[src/rtl/pssl_pkg.sv]
`timescale 1ns / 1ps
// ----------------------------------------------------------------------------
// pssl_pkg
// Shared types, widths and helpers for the packed sorted set lookup block.
// ----------------------------------------------------------------------------
package pssl_pkg;

  // default sizing, handed to the top level parameters
  localparam int MAX_BLOCKS_DEF = 1024;
  localparam int DATA_WORDS_DEF = 4096;
  localparam int FANOUT_DEF     = 17;

  // fixed field widths
  localparam int CNT_W   = 11;  // block_count register
  localparam int IDX_W   = 12;
  localparam int WORD_W  = 32;
  localparam int OFS_W   = 17;
  localparam int ECNT_W  = 8;
  localparam int EBITS_W = 6;
  localparam int HDR_W   = 8;   // header fields of a block
  localparam int POS_W   = 19;  // bit position into data memory
  localparam int SIDX_W  = 11;  // signed binary search bounds
  localparam int META_W  = OFS_W + ECNT_W + EBITS_W;

  // header layout, in bits from block start
  localparam logic [POS_W-1:0] NMS_OFS = POS_W'(8);
  localparam logic [POS_W-1:0] MS_OFS  = POS_W'(16);

  typedef enum logic [1:0] {
    CMD_SKIP  = 2'd0,
    CMD_META  = 2'd1,
    CMD_DATA  = 2'd2,
    CMD_QUERY = 2'd3
  } command_t;

  // which field a bit read fetches
  typedef enum logic [2:0] {
    RK_SB  = 3'd0,  // sub-block element width
    RK_NMS = 3'd1,  // mini skip count
    RK_MS  = 3'd2,  // mini skip probe
    RK_MSV = 3'd3,  // selected mini skip value
    RK_EL  = 3'd4   // sub-block element probe
  } rd_kind_t;

  // controller to datapath
  typedef struct packed {
    logic     wr;         // load beat accepted
    logic     q_init;     // query beat accepted
    logic     node_init;  // open a tree node
    logic     tree_rd;    // skip read addressed by node walk
    logic     tree_cmp;   // compare key to skip pointer
    logic     tree_next;  // step to child node
    logic     blk_load;   // latch block metadata
    logic     rb_pos;     // bit read: position
    logic     rb_quot;    // bit read: word quotient
    logic     rb_idx;     // bit read: word indices
    logic     rb_use;     // bit read: consume field
    logic     mid_calc;   // binary search midpoint
    logic     s1_end;     // mini skip search done
    logic     div_step;   // one divider step
    rd_kind_t kind;
  } dp_cmd_t;

  // datapath to controller
  typedef struct packed {
    logic l_in_range;
    logic node_last;
    logic key_eq;
    logic cur_zero;
    logic rb_hit;
    logic lo_le_hi;
    logic hi_neg;
    logic cnt_lt;
    logic div_done;
  } dp_sts_t;

  // mask of the low w bits; 32 or more gives a full word
  function automatic logic [WORD_W-1:0] width_mask(input logic [HDR_W-1:0] w);
    logic [WORD_W-1:0] m;
    if (w >= HDR_W'(WORD_W)) m = '1;
    else m = (WORD_W'(1) << w) - WORD_W'(1);
    return m;
  endfunction

endpackage

[src/rtl/pssl_ctrl.sv]
`timescale 1ns / 1ps
// ----------------------------------------------------------------------------
// pssl_ctrl
// Controller: sequences tree walk, block header reads, both binary searches
// and the divider; raises the result strobe.
// ----------------------------------------------------------------------------
module pssl_ctrl
  import pssl_pkg::*;
(
  input  logic       clk,
  input  logic       rst_n,
  input  logic       start,
  input  logic [1:0] in_command,
  input  dp_sts_t    sts,
  output dp_cmd_t    cmd,
  output logic       busy,
  output logic       out_valid
);

  typedef enum logic [16:0] {
    ST_IDLE = 17'h00001,
    ST_TCHK = 17'h00002,
    ST_TRD  = 17'h00004,
    ST_TCMP = 17'h00008,
    ST_TNXT = 17'h00010,
    ST_TEND = 17'h00020,
    ST_BLK  = 17'h00040,
    ST_RP   = 17'h00080,
    ST_RQ   = 17'h00100,
    ST_RA   = 17'h00200,
    ST_RM   = 17'h00400,
    ST_RU   = 17'h00800,
    ST_S1   = 17'h01000,
    ST_S1E  = 17'h02000,
    ST_DIV  = 17'h04000,
    ST_S2   = 17'h08000,
    ST_REP  = 17'h10000
  } state_t;

  state_t   state_r, state_nxt;
  rd_kind_t kind_r, kind_nxt;

  always_ff @(posedge clk) begin
    if (!rst_n) begin
      state_r <= ST_IDLE;
      kind_r  <= RK_SB;
    end else begin
      state_r <= state_nxt;
      kind_r  <= kind_nxt;
    end
  end

  // next state and datapath commands
  always_comb begin
    state_nxt = state_r;
    kind_nxt  = kind_r;
    cmd       = '0;
    cmd.kind  = kind_r;
    unique case (state_r)
      ST_IDLE: begin
        cmd.wr = start;
        if (start && (in_command == CMD_QUERY)) begin
          cmd.q_init = 1'b1;
          state_nxt  = ST_TCHK;
        end
      end
      ST_TCHK: begin
        if (sts.l_in_range) begin
          cmd.node_init = 1'b1;
          state_nxt     = ST_TRD;
        end else begin
          state_nxt = ST_TEND;
        end
      end
      ST_TRD: begin
        cmd.tree_rd = 1'b1;
        state_nxt   = ST_TCMP;
      end
      ST_TCMP: begin
        cmd.tree_cmp = 1'b1;
        if (sts.key_eq) state_nxt = ST_REP;
        else if (sts.node_last) state_nxt = ST_TNXT;
        else state_nxt = ST_TRD;
      end
      ST_TNXT: begin
        cmd.tree_next = 1'b1;
        state_nxt     = ST_TCHK;
      end
      ST_TEND: begin
        // skip and metadata reads of the chosen block are in flight
        state_nxt = sts.cur_zero ? ST_REP : ST_BLK;
      end
      ST_BLK: begin
        cmd.blk_load = 1'b1;
        kind_nxt     = RK_SB;
        state_nxt    = ST_RP;
      end
      // bit field read: position, quotient, index, memory, use
      ST_RP: begin
        cmd.rb_pos = 1'b1;
        state_nxt  = ST_RQ;
      end
      ST_RQ: begin
        cmd.rb_quot = 1'b1;
        state_nxt   = ST_RA;
      end
      ST_RA: begin
        cmd.rb_idx = 1'b1;
        state_nxt  = ST_RM;
      end
      ST_RM: begin
        state_nxt = ST_RU;
      end
      ST_RU: begin
        cmd.rb_use = 1'b1;
        unique case (kind_r)
          RK_SB: begin
            kind_nxt  = RK_NMS;
            state_nxt = ST_RP;
          end
          RK_NMS: state_nxt = ST_S1;
          RK_MS:  state_nxt = sts.rb_hit ? ST_REP : ST_S1;
          RK_MSV: state_nxt = ST_S2;
          RK_EL:  state_nxt = sts.rb_hit ? ST_REP : ST_S2;
          default: state_nxt = ST_REP;
        endcase
      end
      ST_S1: begin
        if (sts.lo_le_hi) begin
          cmd.mid_calc = 1'b1;
          kind_nxt     = RK_MS;
          state_nxt    = ST_RP;
        end else begin
          state_nxt = ST_S1E;
        end
      end
      ST_S1E: begin
        if (sts.hi_neg || sts.cnt_lt) begin
          state_nxt = ST_REP;
        end else begin
          cmd.s1_end = 1'b1;
          state_nxt  = ST_DIV;
        end
      end
      ST_DIV: begin
        if (sts.div_done) begin
          kind_nxt  = RK_MSV;
          state_nxt = ST_RP;
        end else begin
          cmd.div_step = 1'b1;
        end
      end
      ST_S2: begin
        if (sts.lo_le_hi) begin
          cmd.mid_calc = 1'b1;
          kind_nxt     = RK_EL;
          state_nxt    = ST_RP;
        end else begin
          state_nxt = ST_REP;
        end
      end
      ST_REP: begin
        state_nxt = ST_IDLE;
      end
      default: begin
        state_nxt = ST_IDLE;
      end
    endcase
  end

  assign busy      = state_r != ST_IDLE;
  assign out_valid = state_r == ST_REP;

endmodule

[config.mk]
export PLATFORM = sky130hd
export DESIGN_NAME = pssl_ctrl
export DESIGN_NICKNAME = d
export VERILOG_FILES = /design/src/rtl/pssl_pkg.sv /design/src/rtl/pssl_ctrl.sv
export SDC_FILE = /design/constraint.sdc
export NUM_CORES = 1
export LEC_CHECK = 0
export BUFFER_PORTS_ARGS = -buffer_cell sky130_fd_sc_hd__buf_2
export CAP_MARGIN = 20
export CORE_MARGIN = 2
export CORE_UTILIZATION = 50
export CTS_CLUSTER_SIZE = 14
export DETAILED_ROUTE_END_ITERATION = 12
export PLACE_DENSITY = 0.76
export REMOVE_ABC_BUFFERS = 1
export SETUP_SLACK_MARGIN = 0.4
export SLEW_MARGIN = 40
export SYNTH_ARGS = -nofsm -noshare
export SYNTH_HDL_FRONTEND = slang
export SYNTH_SLANG_ARGS = --single-unit
[constraint.sdc]
create_clock -name clk -period 3.9 [get_ports clk]
set_clock_uncertainty 0.2 [all_clocks]
set_input_delay 0.78 -clock clk [delete_from_list [all_inputs] [get_ports clk]]
set_output_delay 0.78 -clock clk [all_outputs]
set_load 0.02 [all_outputs]
==> Word-level counts from Yosys, hierarchy flattened <==
Cells that the tools add are included.
{ "totals": {"ff_bits": 20, "word_cells": 73, "input_bits": 14, "out_inout_bits": 19} }
{ "op_classes": {"n_mux": 36, "n_eq_ne": 28, "n_reduce_logical": 7} }
{ "ops": {"columns": ["op", "n"], "rows": [
  ["17-bit one-hot mux with 16 select lines", 1],
  ["17-bit 2-to-1 mux", 8],
  ["17-bit one-hot mux with 5 select lines", 1],
  ["17-bit by 1-bit equality test with 1-bit output, second input constant", 1],
  ["17-bit by 10-bit equality test with 1-bit output, second input constant", 1],
  ["17-bit by 11-bit equality test with 1-bit output, second input constant", 1],
  ["17-bit by 12-bit equality test with 1-bit output, second input constant", 1],
  ["17-bit by 13-bit equality test with 1-bit output, second input constant", 1],
  ["17-bit by 14-bit equality test with 1-bit output, second input constant", 1],
  ["17-bit by 15-bit equality test with 1-bit output, second input constant", 1],
  ["17-bit by 16-bit equality test with 1-bit output, second input constant", 1],
  ["17-bit equality test, second input constant", 1],
  ["17-bit by 2-bit equality test with 1-bit output, second input constant", 1],
  ["17-bit by 3-bit equality test with 1-bit output, second input constant", 1],
  ["17-bit by 4-bit equality test with 1-bit output, second input constant", 1],
  ["17-bit by 5-bit equality test with 1-bit output, second input constant", 1],
  ["17-bit by 6-bit equality test with 1-bit output, second input constant", 1],
  ["17-bit by 7-bit equality test with 1-bit output, second input constant", 1],
  ["17-bit by 8-bit equality test with 1-bit output, second input constant", 1],
  ["17-bit by 9-bit equality test with 1-bit output, second input constant", 1],
  ["1-bit 2-to-1 mux", 17],
  ["17-bit by 1-bit != test with 1-bit output, second input constant", 1],
  ["3-bit one-hot mux with 5 select lines", 1],
  ["14-bit 2-to-1 mux", 1],
  ["other kinds (17)", 24]
]} }

==> Logic depth before layout (Yosys ltp) <==
Gate-level depths: netlist of the first run.
{ "depth": {"word_depth": 4, "depth_mapped": 7, "ltp_nobuf": 6} }

==> Worst setup path before layout of the first run <==
OpenSTA, ideal clock, no wires.
{ "synth_path": {"path_kind": "register -> output", "startpoint": "register state_r[2]", "endpoint": "output cmd[5] (netlist bit)", "slack_ns": 0.826, "stages_incl_launch_ff": 5, "arrival_ns": 2.094, "path_buffers": 0, "required_ns": 2.920, "path_cell_list": "dfxtp_1 > or4_4 > nor4_4 > or4b_4 > nor2_1"} }
{ "synth_rtl": {"columns": ["item", "line", "rtl"], "rows": [
  ["start, declared", "pssl_ctrl.sv:40", "state_t state_r, state_nxt;"],
  ["start signal, assigned", "pssl_ctrl.sv:48", "state_r <= state_nxt;"],
  ["end, declared", "pssl_ctrl.sv:15", "output dp_cmd_t cmd,"]
]} }

==> metrics.md, run 1 <==
| Metric | Value |
|---|---|
| Synth unique cells | `45` |
| Synthesis Warnings | `0` |
| Core Region | `2455 µm²` |
| Crit-path slowest cell | `or4_4` |
| Dpl hpwl | `around 2.6 mm` |
| Worst path cell trace | `or4_4 -> nor4_4 -> or4b_4 -> nor2_1 -> buf_2` |
| Area leader, netlist | `dfxtp_1` |
| Period minus WS final | `3.406 ns` |
| Share of flip-flops with an asynchronous set or reset | `0%` |
| Maximum VDD drop | `0.2547 mV` |
| Vias/cell | `6.199` |
| Sequential share of the synthesized area | `30.92%` |
| Synthesized cell area | `roughly 1300 µm²` |
| Post-synth EDFFs | `0` |
| CP arrival | `2.43 ns` |
| Most frequent cells in the layout | `32 x buf_2, 20 x dfxtp_1, 14 x nand2_1` |
| Clk buf depth | `2` |
| Pin count of the biggest net entering global routing | `16` |
| Reg clk slew, reported paths | `between 0.1 and 0.15 ns` |
| Row cnt | `18` |
| FMAX | `293.6 MHz` |
| Top cells by area, synth | `dfxtp_1 31%, nand2_1 4.1%, nand4_1 3.9%` |
| Multi-input gate area | `840.8 µm²` |
| Max cap viols | `0` |
| Commonest non-fill, non-tap cell in the layout | `buf_2` |
| Finish-stage setup viols | `0` |
| First-pass GRT wire length | `approximately 5.3 mm` |
| Clock sinks | `20` |
| TritonCTS clock tree | `done` |
| Cell Area, Placed | `1458 µm²` |
| Die Width | `54.89 µm` |
| Ys flop type | `dfxtp_1` |
| Cts bufs inserted | `3` |
| Die ar. | `3013 µm²` |
| Vias | `approximately 1300` |
| Initial cell density of the core | `52.75%` |
| Critical Path RT | `2.92 ns` |
| Register area | `400.4 µm²` |
| GPL Wtd Cong | `approximately 0.87` |
| Gr usage total | `24.58%` |
| Remaining antenna violation count | `0` |
| Maximum fanout along the worst path | `6` |
| Worst slew margin | `59.36%` |
| Drt pass-1 iters | `4` |
| Top cell type's share of synthesized area | `between 30% and 40%` |
| Die H | `54.89 µm` |
| DR iter-0 viols | `43` |
| Design Area, Final | `1533 µm²` |
| Pwr Total | `about 0.53 mW` |
| H-tree Lvls | `1` |
| Max incr delay on CP | `0.61 ns` |
| # diodes | `0` |
| Fillers | `208` |
| Final #Nets | `201` |
| Status | `finished, final reports clean` |
| Crit path capture type | `output pin` |
| Hold Crit Class | `register to register` |
| Vias in the first global route | `~1200` |
| WL/cell | `15.58 µm` |
| # IOs | `33` |
| Layout area overhead | `18.36%` |
| Slew Viols, Final | `0` |
| Worst slew pin tran | `0.6040 ns` |
| Hold Violations, Final | `0` |
| Initial antenna violation count | `0` |
| # port buffers | `32` |
| Root Driver | `clkbuf_4` |
| P_leak | `0.6730 nW` |
| Setup TNS | `0 ns` |
| Post-CTS Hold Fix Bufs | `0` |
| Syn Area/Cell | `between 8 and 9 µm²` |
| Power per Cell Area | `343.4 nW/µm²` |
| CP Launch Type | `register` |
| Ratio of cells with drive above 1 in the final layout | `29.57%` |
| DRC | `0` |
| Final period util | `87.33%` |
| GRT overflow | `0` |
| #FFs+latches synth | `20` |
| Routed WL | `3.365 mm` |
| Synth Instances | `156` |
| Clock Latency Late Sink | `0.31 ns` |
| Setup CP Type | `register to output pin` |
| RSZ-0062 raised after global routing | `yes` |
timing repair:
| action | CTS | global route |
|---|---|---|
| hold endpoints to repair | 0 | 0 |
| setup endpoints to repair | 0 | 7 |
| setup buffers | 0 | 1 |
| resized for setup | 0 | 2 |
worst max-delay path: cells and delay by family, from the launching register on:
family / cells / cell delay (ns)
flip-flops: 1 / 0.35
buffers and inverters: 1 / 0.16
AND/OR/NAND/NOR: 4 / 1.61
cell type report:
cell class,instances,area share (%)
tap,30,2.449
inverter,9,2.204
clock buffer,3,1.469
clock inverter,1,1.959
timing repair buffer,33,10.94
multi-input combinational,120,54.86
sequential,20,26.12
kinds of logic (layout without fill, tap and decap cells):
family                 after synthesis  count (layout)  share of synthesized area [%]
AO/OA/AOI/OAI                       19              19                          10.92
XOR/XNOR                             3               3                          2.029
buffers and inverters               16              46                          5.314
flip-flops                          20              20                          30.92
multiplexers                         3               3                          2.319
AND/OR/NAND/NOR                     95              95                          48.50
per-layer routing:
layer / share of wire (%) / GRT usage, % / routed length, µm
met2: 48 / 39.88 / 1614
met3: 7.4 / 4.301 / 249
met4: 1.2 / 9.756 / 40
met1: 43 / 32.24 / 1461
met5: 0 / 0 / 0
path summary, 6_finish.rpt:
path / endpoint / cells past startpoint / slack (ns) / from
setup / recovery: cmd[5] / 5 / 0.49 / state_r[4]$_SDFFE_PN0P_
hold / removal: state_r[11]$_SDFFE_PN0P_ / 2 / 0.35 / state_r[10]$_SDFFE_PN0P_
setup reg to reg: kind_r[2]$_SDFFE_PN0P_ / 5 / 1.37 / state_r[2]$_SDFFE_PN0P_
hold reg to reg: state_r[11]$_SDFFE_PN0P_ / 2 / 0.35 / state_r[10]$_SDFFE_PN0P_
state kept, by name, indices dropped and copies added (netlist names):
register  count
kind_r        3
state_r      17
metrics by stage:
stage	hold WS (ns)	instances	worst slack, ns	util [%]
4_1_cts	0.3391	215	0.4050	61.52
2_1_floorplan	0.2807	149	0.8263	-
3_5_place_dp	0.3204	211	0.7676	59.38
3_3_place_gp	0.3078	211	0.8009	59.38
6_report	0.3518	216	0.4940	62.44
5_1_grt	0.3944	216	0.3342	62.44
Yosys cell counts, types with 2 or more instances:
cell type / number
nor4b_1: 4
nand4_1: 8
a21oi_1: 3
nor3b_1: 2
o21a_1: 2
or4b_4: 2
nor2_1: 12
and2_1: 3
nand3b_1: 4
a31oi_1: 2
o22a_1: 2
nor3_1: 10
xnor2_1: 3
dfxtp_1: 20
nor2b_1: 3
clkbuf_1: 5
inv_1: 9
nor4_1: 6
o21ai_0: 4
mux2i_1: 3
nand2_1: 14
or4_1: 2
or4_4: 3
nand3_1: 3
and3_1: 5
or3b_2: 2
or3_1: 2
report_power, final:
group / internal, mW / total [mW] / leakage (nW) / switching (mW)
clock network: 0.104 / 0.173 / 0.0279 / 0.0686
registers: 0.211 / 0.222 / 0.161 / 0.0114
logic: 0.0571 / 0.132 / 0.484 / 0.0748
total: 0.372 / 0.526 / 0.673 / 0.155
(Power assumes the default switching activity.)
==> run 2: changes to the inputs <==
--- a/config.mk
+++ b/config.mk
@@ -5,13 +5,13 @@
 export SDC_FILE = /design/constraint.sdc
 export NUM_CORES = 1
 export LEC_CHECK = 0
-export BUFFER_PORTS_ARGS = -buffer_cell sky130_fd_sc_hd__buf_2
 export CAP_MARGIN = 20
 export CORE_MARGIN = 2
 export CORE_UTILIZATION = 50
 export CTS_CLUSTER_SIZE = 14
 export DETAILED_ROUTE_END_ITERATION = 12
-export PLACE_DENSITY = 0.76
+export DONT_BUFFER_PORTS = 1
+export PLACE_DENSITY = 0.66
 export REMOVE_ABC_BUFFERS = 1
 export SETUP_SLACK_MARGIN = 0.4
 export SLEW_MARGIN = 40
==> run 2 against run 1 <==
Against the previous run: core utilization fell by 5.4 points; global-route usage fell by 1.3 points; hold slack got worse by 0.030 ns; wire length fell by 1.4%; cell area fell by 8.7%; largest cell class unchanged; via count fell by 5.4%; clock-buffer cell count rose by 1; die area did not move; sequential power barely moved; clock power fell by 27%; first-iteration DRC count fell by 30%; register-to-register slack improved by 0.02 ns.
==> metrics.md, run 2 (synthesis results as in run 1) <==
| Metric | Value |
|---|---|
| Status | `finished, final reports clean` |
| Final period util | `86.92% (-0.41 points)` |
| GRT overflow | `0 (unchanged)` |
| Top sig layer | `met4` |
| Maximum VDD drop | `0.2158 mV (-15%)` |
| Crit. Startpoint | `state_r[4]$_SDFFE_PN0P_` |
| Maximum fanout along the worst path | `6 (unchanged)` |
| Clock Latency Late Sink | `0.31 ns (about the same)` |
| Power per Cell Area | `334.1 nW/µm² (-2.7%)` |
| Vias | `1267 (-5.4%)` |
| Die ar. | `3013 µm² (unchanged)` |
| Vias in the first global route | `1045 (-9.1%)` |
| Commonest non-fill, non-tap cell in the layout | `dfxtp_1` |
| DRC | `0 (unchanged)` |
| First-pass GRT wire length | `5.016 mm (-5.5%)` |
| GPL Wtd Cong | `0.8776 (+0.38%)` |
| Layout area overhead | `8.116%` |
| Util after Layout | `57.03% (-5.4 points)` |
| Finish-stage setup viols | `0 (unchanged)` |
| Fillers | `230 (+11%)` |
| Worst slew margin | `62.49% (+3.1 points)` |
| Max FFs per register | `17 (unchanged)` |
| DR iter-0 viols | `30 (-30%)` |
| FMAX | `295.0 MHz (+0.47%)` |
| Reg clk slew, reported paths | `0.12 ns (about the same)` |
| Final #Nets | `175 (-13%)` |
| Post-Layout Cell Count | `190 (-12%)` |
| H-tree Lvls | `1 (unchanged)` |
| Gr usage total | `23.28% (-1.3 points)` |
| Setup CP Type | `register to output pin` |
| Dpl hpwl | `2.487 mm (-3.6%)` |
| Cts bufs inserted | `3 (unchanged)` |
| Met2 wire len | `1.475 mm (-8.6%)` |
| Hold slack | `0.3218 ns (-0.03007 ns)` |
| Register area | `400.4 µm² (unchanged)` |
| Core Region | `2455 µm² (unchanged)` |
| Pwr Total | `0.4677 mW (-11%)` |
| CP Launch Type | `register` |
| FF-to-FF Start | `state_r[2]$_SDFFE_PN0P_` |
| Critical Path RT | `2.92 ns (about the same)` |
| Initial cell density of the core | `52.75% (unchanged)` |
| Root Driver | `clkbuf_4` |
| Pin count of the biggest net entering global routing | `16 (unchanged)` |
| Top flop regs | `state_r x17, kind_r x3` |
| # IOs | `33 (unchanged)` |
| Die Width | `54.89 µm (unchanged)` |
| RSZ-0062 raised after global routing | `no` |
| Multi-input gate area | `839.6 µm² (-0.15%)` |
| P_leak | `0.5400 nW (-20%)` |
| # port buffers | `0 (-100%)` |
| CP arrival | `2.41 ns (-0.02 ns)` |
| Most frequent cells in the layout | `20 x dfxtp_1, 14 x nand2_1, 10 x nor3_1, 10 x nor2_1, 9 x inv_1` |
| Vias/cell | `6.668 (+7.6%)` |
| Die H | `54.89 µm (unchanged)` |
| Ratio of cells with drive above 1 in the final layout | `18.75% (-11 points)` |
| Hold Violations, Final | `0 (unchanged)` |
| WL/cell | `17.46 µm (+12%)` |
| Slew Viols, Final | `0 (unchanged)` |
| # diodes | `0 (unchanged)` |
| Top reg by flops | `state_r` |
| Setup TNS | `0 ns (unchanged)` |
| Row cnt | `18 (unchanged)` |
| Period minus WS final | `3.390 ns (-0.01598 ns)` |
| Drt pass-1 iters | `4 (unchanged)` |
| Met1 WL | `1.500 mm (+2.7%)` |
| Clock sinks | `20 (unchanged)` |
| Routed WL | `3.318 mm (-1.4%)` |
| Max cap viols | `0 (unchanged)` |
| Crit path capture type | `output pin` |
| Remaining antenna violation count | `0 (unchanged)` |
| # placed instances | `184 (-13%)` |
| Met3 wire length | `262 µm (+5.2%)` |
| Hold Startpoint | `sts[6]` |
| Worst slew pin tran | `0.5574 ns (-0.04658 ns)` |
| Hold Crit Class | `input pin to register` |
| Initial antenna violation count | `0 (unchanged)` |
| Clk buf depth | `2 (unchanged)` |
| TritonCTS clock tree | `done` |
run 2: cell count changes in the layout (fill, tap and decap cells not counted), sizes merged:
cell    previous run  this run
bufinv             1         0
clkbuf             3         4
buf               33         7
run 2: per-stage QoR:
| step | setup WS, ns | area [µm²] |
|---|---|---|
| 6_report | 0.5100 | 1400 |
| 5_1_grt | 0.4381 | 1400 |
| 3_5_place_dp | 0.7058 | 1335 |
| 3_3_place_gp | 0.7414 | 1335 |
| 4_1_cts | 0.4342 | 1383 |
| 2_1_floorplan | 0.8263 | 1260 |
run 2: metal layers:
layer | vias to the layer above | global-route usage (%)
met5 | - | 0
met4 | 0 | 11.38
met3 | 6 | 5.108
met2 | 54 | 34.52
met1 | 607 | 31.79
li1 | 600 | -
run 2: power breakdown:
group          leakage, nW  switching [mW]  internal, mW  total, mW
Combinational        0.358          0.0688        0.0499      0.119
Clock               0.0210          0.0692        0.0571      0.126
Sequential           0.161          0.0121         0.211      0.223
run 2: repair_timing:
action / 4_1_cts / 5_1_grt
hold endpoints to repair: 0 / 0
setup buffers: 0 / 2
endpoints found under the setup margin: 2 / 2
hold buffers: 0 / 0
pin swaps: 0 / 1
resized for setup: 2 / 1
run 2: path summary, 6_finish.rpt:
check,to,slack (ns),cells past startpoint
max,cmd[5],0.51,4
min,state_r[4]$_SDFFE_PN0P_,0.32,1
max reg2reg,kind_r[1]$_SDFFE_PN0P_,1.39,5
min reg2reg,state_r[11]$_SDFFE_PN0P_,0.34,2
run 2: worst max-delay path, cell delays in order (launching register included):
cell and delay, ns:
dfxtp_1 0.35, or4_4 0.61, nor4_4 0.36, or4b_4 0.54, nor2_2 0.23
run 2: final cells by class:
cell class,count,area share (%)
Clock buffer,4,2.592
Inverter,9,2.413
Multi-Input combinational cell,120,59.96
Sequential cell,20,28.60
Tap cell,30,2.681
Timing Repair Buffer,7,3.753
